--- src/rtl/assert_macros.svh ---
// Assertion macros shared by the RTL of the shuffled generator.
// Depends on nothing; pulled in by files that carry concurrent checks.
`ifndef ASSERT_MACROS_SVH
`define ASSERT_MACROS_SVH

// same-cycle implication under synchronous active-low reset
`define SPMR_ASSERT(label, clk, rst_n, ante, cons) \
    label: assert property (@(posedge clk) disable iff (!rst_n) (ante) |-> (cons)) \
        else $error("spmr assertion failed");

// next-cycle implication
`define SPMR_ASSERT_NEXT(label, clk, rst_n, ante, cons) \
    label: assert property (@(posedge clk) disable iff (!rst_n) (ante) |=> (cons)) \
        else $error("spmr assertion failed");

`endif

--- src/rtl/spmr_pkg.sv ---
// Constants and widths of the shuffled minimal-standard generator.
// No dependencies; used by the channel interfaces and the top level.
`timescale 1ns / 1ps

package spmr_pkg;

    localparam int TABLE_DEPTH    = 32;
    localparam int WARMUP_DISCARD = 8;

    localparam int VAL_W  = 31;
    localparam int FRAC_W = 24;
    localparam int MULT_W = 15;
    localparam int PROD_W = VAL_W + MULT_W;

    localparam logic [MULT_W-1:0] LCG_MULT = 15'd16807;
    localparam logic [VAL_W:0]    LCG_MOD  = 32'h7FFF_FFFF;
    localparam logic [VAL_W-1:0]  VAL_ONES = '1;
    localparam logic [FRAC_W-1:0] FRAC_MAX = 24'd16777214;

endpackage

--- src/rtl/spmr_in_if.sv ---
// Command channel of the shuffled generator: valid/ready plus command and seed.
// Depends on spmr_pkg for the seed width.
`timescale 1ns / 1ps

interface spmr_in_if;
    logic                         valid;
    logic                         ready;
    logic                         command;
    logic [spmr_pkg::VAL_W-1:0]   seed;

    modport source (output valid, output command, output seed, input ready);
    modport sink   (input valid, input command, input seed, output ready);
endinterface

--- src/rtl/spmr_out_if.sv ---
// Result channel of the shuffled generator: valid/ready plus draw and fraction.
// Depends on spmr_pkg for the field widths.
`timescale 1ns / 1ps

interface spmr_out_if;
    logic                         valid;
    logic                         ready;
    logic [spmr_pkg::VAL_W-1:0]   draw;
    logic [spmr_pkg::FRAC_W-1:0]  fraction;

    modport source (output valid, output draw, output fraction, input ready);
    modport sink   (input valid, input draw, input fraction, output ready);
endinterface

--- src/rtl/shuffled_park_miller_rng.sv ---
// Draw: after a command transfer the result turns valid as the block returns to idle, and
// only then is a new command taken. A result still held at the output stalls the last step.
// The slot select is one reciprocal multiply; the x16807 multiply, the mod 2^31-1 fold and
// the fraction are the S_MUL, S_FOLD and S_FRAC steps. Reseed (or first draw) first runs
// core steps to discard warm-up values and fill the table. Sync reset clears core value and
// last output; the table is not cleared.
`timescale 1ns / 1ps
`include "assert_macros.svh"

module shuffled_park_miller_rng #(
    parameter int TABLE_DEPTH    = spmr_pkg::TABLE_DEPTH,
    parameter int WARMUP_DISCARD = spmr_pkg::WARMUP_DISCARD
) (
    input  logic               i_clk,
    input  logic               i_rst_n,
    spmr_in_if.sink            i_cmd,
    spmr_out_if.source         o_res
);

    localparam int VAL_W   = spmr_pkg::VAL_W;
    localparam int FRAC_W  = spmr_pkg::FRAC_W;
    localparam int PROD_W  = spmr_pkg::PROD_W;
    localparam int FRAC_SH = VAL_W - FRAC_W;
    localparam int IDX_W   = $clog2(TABLE_DEPTH);
    localparam int CNT_W   = $clog2(TABLE_DEPTH + WARMUP_DISCARD);
    localparam int QP_W    = 2 * VAL_W + 1;
    localparam logic [VAL_W:0] SLOT_DIV =
        (VAL_W+1)'(1 + (spmr_pkg::LCG_MOD - 1) / TABLE_DEPTH);
    localparam int SLOT_LOG = $clog2(SLOT_DIV);
    localparam int SLOT_SH  = VAL_W + SLOT_LOG;
    // ceil(2^SLOT_SH / SLOT_DIV): exact quotient for every 31-bit dividend
    localparam logic [VAL_W:0] RECIP = (VAL_W+1)'(((64'd1 << SLOT_SH) + 64'(SLOT_DIV)
                                                   - 64'd1) / 64'(SLOT_DIV));
    localparam logic [CNT_W-1:0] CNT_INIT = CNT_W'(TABLE_DEPTH + WARMUP_DISCARD - 1);

    typedef enum logic [4:0] {
        S_IDLE = 5'b00001,
        S_DIV  = 5'b00010,
        S_MUL  = 5'b00100,
        S_FOLD = 5'b01000,
        S_FRAC = 5'b10000
    } t_state;

    t_state                 r_state, n_state;
    logic [VAL_W-1:0]       r_x, n_x;
    logic [VAL_W-1:0]       r_last, n_last;
    logic                   r_seeding, n_seeding;
    logic [CNT_W-1:0]       r_cnt, n_cnt;
    logic                   r_ovalid, n_ovalid;
    logic [PROD_W-1:0]      r_prod, n_prod;
    logic [IDX_W-1:0]       r_q, n_q;
    logic [VAL_W-1:0]       r_draw, n_draw;
    logic [FRAC_W-1:0]      r_frac, n_frac;
    logic [VAL_W-1:0]       r_rd;
    logic [VAL_W-1:0]       r_mem [TABLE_DEPTH];

    logic [VAL_W:0]         w_fsum;
    logic [VAL_W-1:0]       w_fold;
    logic [VAL_W-1:0]       w_seed;
    logic [QP_W-1:0]        w_qprod;
    logic [IDX_W-1:0]       w_slot;
    logic [VAL_W:0]         w_frem;
    logic [FRAC_W:0]        w_fq;
    logic [FRAC_W-1:0]      w_frac;
    logic                   w_tab_we;
    logic                   w_tab_re;
    logic [IDX_W-1:0]       w_tab_addr;

    // mod 2^31-1 fold of the 46-bit product: high part added back onto low part
    always_comb begin
        w_fsum = (VAL_W+1)'(r_prod[VAL_W-1:0]) + (VAL_W+1)'(r_prod[PROD_W-1:VAL_W]);
        if (w_fsum >= spmr_pkg::LCG_MOD) begin
            w_fsum = w_fsum - spmr_pkg::LCG_MOD;
        end
        w_fold = w_fsum[VAL_W-1:0];
    end

    // seed of zero or all ones runs from one
    always_comb begin
        w_seed = i_cmd.command ? i_cmd.seed : VAL_W'(1);
        if (w_seed == '0 || w_seed == spmr_pkg::VAL_ONES) begin
            w_seed = VAL_W'(1);
        end
    end

    // slot = last / SLOT_DIV as a constant reciprocal multiply
    assign w_qprod = QP_W'(r_last) * QP_W'(RECIP);
    assign w_slot  = ({1'b0, r_q} >= (IDX_W+1)'(TABLE_DEPTH)) ? IDX_W'(TABLE_DEPTH - 1) : r_q;

    // floor(d*2^24 / (2^31-1)): quotient estimate d>>7, remainder exceeds modulus at most once
    always_comb begin
        w_frem = {1'b0, r_rd[FRAC_SH-1:0], FRAC_W'(0)} + (VAL_W+1)'(r_rd[VAL_W-1:FRAC_SH]);
        w_fq   = (FRAC_W+1)'(r_rd[VAL_W-1:FRAC_SH])
               + (FRAC_W+1)'(w_frem >= spmr_pkg::LCG_MOD);
        w_frac = (w_fq > {1'b0, spmr_pkg::FRAC_MAX}) ? spmr_pkg::FRAC_MAX : w_fq[FRAC_W-1:0];
    end

    assign w_tab_addr = r_seeding ? r_cnt[IDX_W-1:0] : w_slot;
    assign w_tab_we   = (r_state == S_FOLD)
                      && (!r_seeding || ({1'b0, r_cnt} < (CNT_W+1)'(TABLE_DEPTH)));
    assign w_tab_re   = (r_state == S_FOLD) && !r_seeding;

    always_comb begin
        n_state   = r_state;
        n_x       = r_x;
        n_last    = r_last;
        n_seeding = r_seeding;
        n_cnt     = r_cnt;
        n_ovalid  = r_ovalid;
        n_prod    = r_prod;
        n_q       = r_q;
        n_draw    = r_draw;
        n_frac    = r_frac;

        if (r_ovalid && o_res.ready) begin
            n_ovalid = 1'b0;
        end

        case (r_state)
            S_IDLE: begin
                if (i_cmd.valid) begin
                    if (i_cmd.command || r_last == '0) begin
                        n_x       = w_seed;
                        n_seeding = 1'b1;
                        n_cnt     = CNT_INIT;
                        n_state   = S_MUL;
                    end else begin
                        n_state = S_DIV;
                    end
                end
            end
            S_DIV: begin
                n_q     = w_qprod[SLOT_SH +: IDX_W];
                n_state = S_MUL;
            end
            S_MUL: begin
                n_prod  = PROD_W'(r_x) * PROD_W'(spmr_pkg::LCG_MULT);
                n_state = S_FOLD;
            end
            S_FOLD: begin
                n_x = w_fold;
                if (r_seeding) begin
                    if (r_cnt == '0) begin
                        // table[0] is the last core value: it becomes the last output
                        n_seeding = 1'b0;
                        n_last    = w_fold;
                        n_state   = S_DIV;
                    end else begin
                        n_cnt   = r_cnt - CNT_W'(1);
                        n_state = S_MUL;
                    end
                end else begin
                    n_state = S_FRAC;
                end
            end
            S_FRAC: begin
                if (!r_ovalid || o_res.ready) begin
                    n_ovalid = 1'b1;
                    n_draw   = r_rd;
                    n_frac   = w_frac;
                    n_last   = r_rd;
                    n_state  = S_IDLE;
                end
            end
            default: begin
                n_state = S_IDLE;
            end
        endcase
    end

    always_ff @(posedge i_clk) begin
        if (!i_rst_n) begin
            r_state   <= S_IDLE;
            r_x       <= '0;
            r_last    <= '0;
            r_seeding <= 1'b0;
            r_cnt     <= '0;
            r_ovalid  <= 1'b0;
        end else begin
            r_state   <= n_state;
            r_x       <= n_x;
            r_last    <= n_last;
            r_seeding <= n_seeding;
            r_cnt     <= n_cnt;
            r_ovalid  <= n_ovalid;
        end
    end

    always_ff @(posedge i_clk) begin
        r_prod <= n_prod;
        r_q    <= n_q;
        r_draw <= n_draw;
        r_frac <= n_frac;
    end

    // shuffle table: read returns the old entry when the same slot is refilled
    always_ff @(posedge i_clk) begin
        if (w_tab_we) begin
            r_mem[w_tab_addr] <= w_fold;
        end
        if (w_tab_re) begin
            r_rd <= r_mem[w_tab_addr];
        end
    end

    assign i_cmd.ready    = (r_state == S_IDLE);
    assign o_res.valid    = r_ovalid;
    assign o_res.draw     = r_draw;
    assign o_res.fraction = r_frac;

    `SPMR_ASSERT_NEXT(a_busy_after_transfer, i_clk, i_rst_n, i_cmd.valid && i_cmd.ready, !i_cmd.ready)
    `SPMR_ASSERT(a_draw_range, i_clk, i_rst_n, o_res.valid, (o_res.draw != '0) && (o_res.draw != spmr_pkg::VAL_ONES))
    `SPMR_ASSERT(a_frac_cap, i_clk, i_rst_n, o_res.valid, o_res.fraction <= spmr_pkg::FRAC_MAX)
    `SPMR_ASSERT(a_last_tracks_draw, i_clk, i_rst_n, $rose(o_res.valid), r_last == o_res.draw)

endmodule

--- src/flat_wrapper.sv ---
// flat-port wrapper written by rule: the top's interface ports become plain ports
module shuffled_park_miller_rng_flat 
#(
    parameter int TABLE_DEPTH    = spmr_pkg::TABLE_DEPTH,
    parameter int WARMUP_DISCARD = spmr_pkg::WARMUP_DISCARD
)
  (i_clk, i_rst_n, i_cmd_valid, i_cmd_command, i_cmd_seed, i_cmd_ready, o_res_valid, o_res_draw, o_res_fraction, o_res_ready);
  spmr_in_if i_cmd_i ();
  spmr_out_if o_res_i ();
  input  logic i_clk;
  input  logic i_rst_n;
  input wire logic [$bits(i_cmd_i.valid)-1:0] i_cmd_valid;
  input wire logic [$bits(i_cmd_i.command)-1:0] i_cmd_command;
  input wire logic [$bits(i_cmd_i.seed)-1:0] i_cmd_seed;
  output wire logic [$bits(i_cmd_i.ready)-1:0] i_cmd_ready;
  output wire logic [$bits(o_res_i.valid)-1:0] o_res_valid;
  output wire logic [$bits(o_res_i.draw)-1:0] o_res_draw;
  output wire logic [$bits(o_res_i.fraction)-1:0] o_res_fraction;
  input wire logic [$bits(o_res_i.ready)-1:0] o_res_ready;
  assign i_cmd_i.valid = i_cmd_valid;
  assign i_cmd_i.command = i_cmd_command;
  assign i_cmd_i.seed = i_cmd_seed;
  assign i_cmd_ready = i_cmd_i.ready;
  assign o_res_valid = o_res_i.valid;
  assign o_res_draw = o_res_i.draw;
  assign o_res_fraction = o_res_i.fraction;
  assign o_res_i.ready = o_res_ready;
  shuffled_park_miller_rng #(.TABLE_DEPTH(TABLE_DEPTH), .WARMUP_DISCARD(WARMUP_DISCARD)) u_core (.i_clk(i_clk), .i_rst_n(i_rst_n), .i_cmd(i_cmd_i), .o_res(o_res_i));
endmodule
--- config.mk ---
export PLATFORM = sky130hd
export DESIGN_NAME = shuffled_park_miller_rng_flat
export DESIGN_NICKNAME = d
export VERILOG_FILES = /design/src/rtl/spmr_pkg.sv /design/src/rtl/spmr_in_if.sv /design/src/rtl/spmr_out_if.sv /design/src/rtl/shuffled_park_miller_rng.sv /design/src/flat_wrapper.sv
export VERILOG_INCLUDE_DIRS = /design/src /design/src/rtl
export SDC_FILE = /design/constraint.sdc
export NUM_CORES = 2
export LEC_CHECK = 0
export BUFFER_PORTS_ARGS = -buffer_cell sky130_fd_sc_hd__buf_2
export CORE_MARGIN = 2
export CORE_UTILIZATION = 40
export CTS_BUF_LIST = sky130_fd_sc_hd__clkbuf_4 sky130_fd_sc_hd__clkbuf_8
export DETAILED_ROUTE_END_ITERATION = 16
export GPL_TIMING_DRIVEN = 0
export PLACE_DENSITY_LB_ADDON = 0.08
export SYNTH_ARGS = -nofsm -noshare
export SYNTH_HDL_FRONTEND = slang
export SYNTH_SLANG_ARGS = --single-unit
export TNS_END_PERCENT = 20
--- constraint.sdc ---
create_clock -name i_clk -period 10.97 [get_ports i_clk]
set_input_delay 1.097 -clock i_clk [delete_from_list [all_inputs] [get_ports i_clk]]
set_output_delay 1.097 -clock i_clk [all_outputs]
set_load 0.005 [all_outputs]
After elaboration in Yosys (flattened, before gate mapping)
Memories as Yosys holds them, arrays and structs flattened. A register that Yosys moved wholly into a read port is not among the register bits.
Index checks and enable logic that the tools add are counted.
{"block": "totals", "regBits": 181, "ramBits": 992, "input_bits": 36, "output_inout_bits": 57, "wordCells": 84, "memories": 1}
{"memory": "u_core.r_mem", "depth": 32, "word_bits": 31, "rd": 1, "rd_clocked_by_memory_dff": 1, "write_ports": 1, "line_no": "shuffled_park_miller_rng.sv:55", "source": "logic [VAL_W-1:0] r_mem [TABLE_DEPTH];"}
{"block": "classes", "n_addsub": 5, "n_mul": 1, "n_lt_le_gt_ge": 4, "n_eq_ne": 12, "mux": 32, "n_reduce_logical": 19}
{"cell": "2-to-1 mux 31 bit", "n": 8}
{"cell": "one-hot mux 31 bit (2 select lines)", "n": 2}
{"cell": ">= comparator 32 x 31 -> 1 bit (second input constant)", "n": 2}
{"cell": "zero test 31 bit", "n": 2}
{"cell": "multiplier 31 x 15 -> 46 bit (second input constant)", "n": 1}
{"cell": "adder 31 x 15 -> 32 bit", "n": 1}
{"cell": "adder 31 x 24 -> 32 bit", "n": 1}
{"cell": "== test 31 bit (second input constant)", "n": 1}
{"cell": "subtractor 31 bit (second input constant)", "n": 1}
{"cell": "adder 24 x 1 -> 25 bit", "n": 1}
{"cell": "greater-than comparator 25 x 24 -> 1 bit (second input constant)", "n": 1}
{"cell": "one-hot mux 5 bit (5 select lines)", "n": 1}
{"cell": "2-to-1 mux 6 bit", "n": 4}
{"cell": "2-to-1 mux 5 bit", "n": 4}
{"cell": "one-hot mux 6 bit (2 select lines)", "n": 1}
{"cell": "2-to-1 mux 1 bit", "n": 9}
{"cell": "zero test 6 bit", "n": 1}
{"cell": "less-than comparator 6 bit (second input constant)", "n": 1}
{"cell": "2-to-1 mux 3 bit", "n": 2}
{"cell": "inequality test 2 x 1 -> 1 bit (second input constant)", "n": 3}
{"cell": "inequality test 2 bit (second input constant)", "n": 3}
{"cell": "subtractor 6 x 1 -> 6 bit (second input constant)", "n": 1}
{"cell": "== test 5 x 1 -> 1 bit (second input constant)", "n": 1}
{"cell": "== test 5 x 2 -> 1 bit (second input constant)", "n": 1}
{"cell": "other kinds (12)", "n": 20}

Logic depth before layout (Yosys ltp)
{"block": "depth", "ltp_word": 7, "depth_mapped": 25, "ltp_nobuf": 24}

Worst setup path after synthesis
No wires, ideal clock.
{"block": "synth_path", "path_kind": "register to register", "startpoint": "register u_core.r_x[18]", "endpoint": "register u_core.r_prod[43], data pin", "setup_ns": 0.261, "arrival_ns": 5.843, "required_time_ns": 10.709, "path_slack_ns": 4.866, "stages_incl_launch_ff": 24, "n_path_buf": 0, "synth_period_minus_slack_ns": 6.104, "cell_sequence": "dfxtp_1 > inv_1 > fa_1 > inv_1 > ha_1 > inv_1 > fa_1 > inv_1 > fa_1 > fa_1 > inv_1 > fa_1 > inv_1 > ha_1 > a21o_1 > a21o_1 > a21oi_1 > o21ai_0 > a211o_1 > o2111a_1 > a311o_1 > a31o_2 > a21oi_1 > xnor2_1"}
{"block": "synth_between", "elab_chain_cells": 1}
{"item": "start, declared", "line_no": "shuffled_park_miller_rng.sv:45", "source": "logic [VAL_W-1:0] r_x, n_x;"}
{"item": "start signal, assigned", "line_no": "shuffled_park_miller_rng.sv:181", "source": "r_x <= n_x;"}
{"item": "multiplier 31 x 15 -> 46 bit", "line_no": "shuffled_park_miller_rng.sv:137", "source": "n_prod = PROD_W'(r_x) * PROD_W'(spmr_pkg::LCG_MULT);"}
{"item": "end signal, assigned", "line_no": "shuffled_park_miller_rng.sv:190", "source": "r_prod <= n_prod;"}
{"item": "end, declared", "line_no": "shuffled_park_miller_rng.sv:50", "source": "logic [PROD_W-1:0] r_prod, n_prod;"}
No other way between the ends.
A chain may end at the register's enable or synchronous reset.

Final worst setup path
{"block": "layout_path", "startpoint": "register u_core.r_x[19]", "endpoint": "register u_core.r_prod[44], data pin"}
The elaborated chain is that of the path after synthesis.

==> results.cfg <==
[hold_path]
whs_path_depth = 0
hp-start = u_core.r_rd[21]
hp-class = flop to flop
holdPathEnd = u_core.o_res.draw[21]

[place]
pre_cts_ws_ns = 3.51
place_congestion = 0.934
io_buffers = 91
placed_cell_area_um2 = 59700
dp_hpwl_um = 130000

[floorplan]
core_area_um2 = 136000
initial_core_util = 0.404
die_area_um2 = 140000
die_w_um = 374
io_pins = 93
die_h_um = 374
rows = 135

[logic_synthesis]
synth_top_family_by_area = multiplexers
netlist_instances = 3342
synth-simple-area-share = 0.0480
synth_cell_types = 83
synthFlopType = edfxtp_1
ys_ff_latch = 1204
syn_area_per_cell_um2 = 16.4
yosysWarnings = 0
syn_nets = 3719
synth_edf_count = 1129
yosysSeqAreaShare = 0.645
synth_compound_area_frac = 0.0605
muxShareOfSynthArea = 0.105
synth_xor_area_frac = 0.0153
synth_fa_ha_area_frac = 0.0960
syn-cell-area_um2 = 54900
async_reset_ff_frac = 0

[timing]
worst_pin_slew_ns = 1.53
slew_headroom = -0.0252
drv_slew = 9
fmax_mhz = 136
period_minus_slack_ns = 7.35
period_share = 0.670
fin_ws_ns = 3.62
rsz0062_at_grt = no
fin_worst_skew_ns = 0.0464
finalSetupViolations = 0
finalHoldViolations = 0
setup-tns-final_ns = 0

[detailed_routing]
wl_met1_um = 73500
post_drt_wl_per_cell_um = 32.6
topRoutingLayerUsed = met4
vias = 33145
drcViolationCount = 0
wl_met2_um = 92400
dr.first_iter.drc_count = 3712
wl_met3_um = 12300
ant_nets = 0
first_pass_iters = 5
viasPerCell = 5.86
drt-total-wl_um = 184000

[clock_network]
cts_buffers = 195
postCtsSetupRepairBufs = 0
cts_tree = built
clockRootBuffer = clkbuf_8
ctsLongestPathBuffers = 3
clk_pin_slew_ns = 0.06
cts_hold_buf = 0
cts-htree-levels = 4
cts.sinks = 1204
cts_resized = 0
worstSkewPairLatency_ns = 0.94

[pwr]
share_clk_of_total_power = 0.226
pwr-share-comb = 0.419
swShare = 0.383
p_leak_nw = 22.5
power_frac_seq = 0.354
p_int_mw = 10.5
power_mw = 17.1
vdd_drop_max_mv = 0.161
switchingPower_mw = 6.52
power-per-cell-area_nw_per_um2 = 269

[critical_path]
crit_top_cell = inv_1
start_kind = flop
rr_startpoint = u_core.r_x[19]
critPathMaxStageDelay_ns = 0.68
r2r-end = u_core.r_prod[44]
worstPathArrival_ns = 7.98
crit_fanout = 6
crit_path_end_kind = flop
path_cells = inv_1 -> fa_1 -> inv_1 -> ha_1 -> inv_1 -> fa_1 -> inv_1 -> fa_1 -> fa_1 -> inv_1 -> fa_1 -> inv_1 -> ha_1 -> and3_1 -> nand3_1 -> nor3_1 -> o2111ai_1 -> and3_1 -> o21ai_0 -> o31a_1 -> a221o_1 -> o21a_1 -> o21ai_0 -> xnor2_1
critPathKind = flop to flop
rrSetupSlack_ns = 3.62
reg2reg_depth = 24
cp_slowest_cell = dfxtp_1
critPathRequiredTime_ns = 11.60

[finish]
postLayoutCellArea_um2 = 63500
final_cell_mix = edfxtp_1, inv_1, mux4_2, ha_1, clkbuf_8
nFillCells = 11800
layout-drive-gt1-share = 0.212
area_delta_synth_final_pct = 15.7
nets = 4091
mostFrequentLayoutCell = edfxtp_1

[grt]
grt_usage = 0.264
grt_pass1_vias = 34064
grt_max_degree = 45
antenna_found_initial = 14
grt_overflow = 0
grt_pass1_wl_um = 259000

[job]
cap_violations = 1

[run_status]
violations = capacitance limit, slew limit
outcome = finished, violations left
[synth_stat cells, types with 11 or more instances]
master,n,share of area
nand2b_1,14,0.0016
fa_1,134,0.049
nand4_1,56,0.0064
a211oi_1,11,0.0015
clkbuf_1,95,0.0065
a22oi_1,126,0.017
xor2_1,39,0.0062
nor3_1,31,0.0028
a21oi_1,99,0.0090
xnor2_1,57,0.0091
nand3_1,70,0.0064
nor4_1,23,0.0026
buf_1,33,0.0023
inv_1,303,0.021
a31oi_1,18,0.0021
o211ai_1,12,0.0016
o21ai_0,72,0.0066
nor2_1,132,0.0090
and3_1,34,0.0039
edfxtp_1,1129,0.62
mux2i_1,14,0.0026
nand2_1,91,0.0062
dfxtp_1,75,0.027
a21o_1,47,0.0064
ha_1,207,0.047
and2_1,11,0.0013
mux4_2,248,0.10
[flip-flops by register name, indices dropped and copies added (netlist names)]
| name | cells |
|---|---|
| u_core.r_mem | 992 |
| u_core.r_prod | 46 |
| u_core.o_res.draw | 31 |
| u_core.r_last | 31 |
| u_core.r_rd | 31 |
| u_core.r_x | 31 |
| u_core.o_res.fraction | 24 |
| u_core.r_cnt | 6 |
| u_core.r_q | 5 |
| u_core.r_state | 5 |
| u_core.o_res.valid | 1 |
| u_core.r_seeding | 1 |
[area by class of cell]
type                    instances  area, µm²  area share
repair buffers                175       2150      0.0338
flip-flops and latches       1204      35400       0.558
plain buffers                 134        517     0.00814
multi-input cells            1700      18200       0.287
well taps                    1781       2230      0.0351
clock inverters                88        557     0.00877
diodes                          9       22.5    0.000355
clock buffers                 259       3230      0.0508
inverters                     304       1140      0.0180
[worst max-delay path, delay by kind of cell (launching register included)]
kind | cells | cell delay (ns)
adders and majority gates | 7 | 3.26
AOI/OAI and AO/OA | 6 | 1.35
and+or+nand+nor | 4 | 1.11
DFF | 1 | 0.68
buffers and inverters | 6 | 0.49
xor gates and xnor gates | 1 | 0.18
[layer usage]
layer / vias up / global-route usage
met4: 0 / 0.0889
met1: 17628 / 0.346
li1: 13807 / -
met2: 1406 / 0.449
met5: - / 0
met3: 304 / 0.0419
[logic make-up (layout without fill, tap and decap cells)]
| family | count (synthesis) | in the layout |
|---|---|---|
| buf+inv | 438 | 960 |
| xor+xnor | 96 | 96 |
| flops | 1204 | 1204 |
| mux | 266 | 266 |
| simple gates | 514 | 514 |
| other cells | 0 | 9 |
| fa+ha+maj | 341 | 341 |
| compound gates | 483 | 483 |
[power by group through the flow]
stage | logic, mW | clock network (mW) | registers (mW)
3_3_place_gp | 6.88 | 0 | 6.18
2_1_floorplan | 4.91 | 0 | 6.02
4_1_cts | 7.22 | 3.93 | 6.05
5_1_grt | 8.03 | 4.13 | 6.05
6_report | 7.15 | 3.86 | 6.04
3_5_place_dp | 7.11 | 0 | 6.14
[per-stage QoR]
stage,hold slack (ns),util,instances
final,0.486,0.467,5654
after global routing,0.473,0.467,5650
after CTS,0.402,0.467,5644
after detailed placement,0.456,0.439,5297
after global placement,0.460,0.424,5214
after floorplan,0.424,-,3342
[how the worst max path moves through the flow]
stage / startpoint / to / slack, ns
after floorplan: u_core.r_x[18] / u_core.r_prod[43] / 4.87
after global placement: u_core.r_seeding / u_core.r_mem[3][16] / 2.62
after detailed placement: u_core.r_x[22] / u_core.r_prod[44] / 3.51
after CTS: u_core.r_x[22] / u_core.r_prod[44] / 3.46
after global routing: u_core.r_x[19] / u_core.r_prod[44] / 3.21
final: u_core.r_x[19] / u_core.r_prod[44] / 3.62
Note: power is estimated with default switching activity, not from simulation.
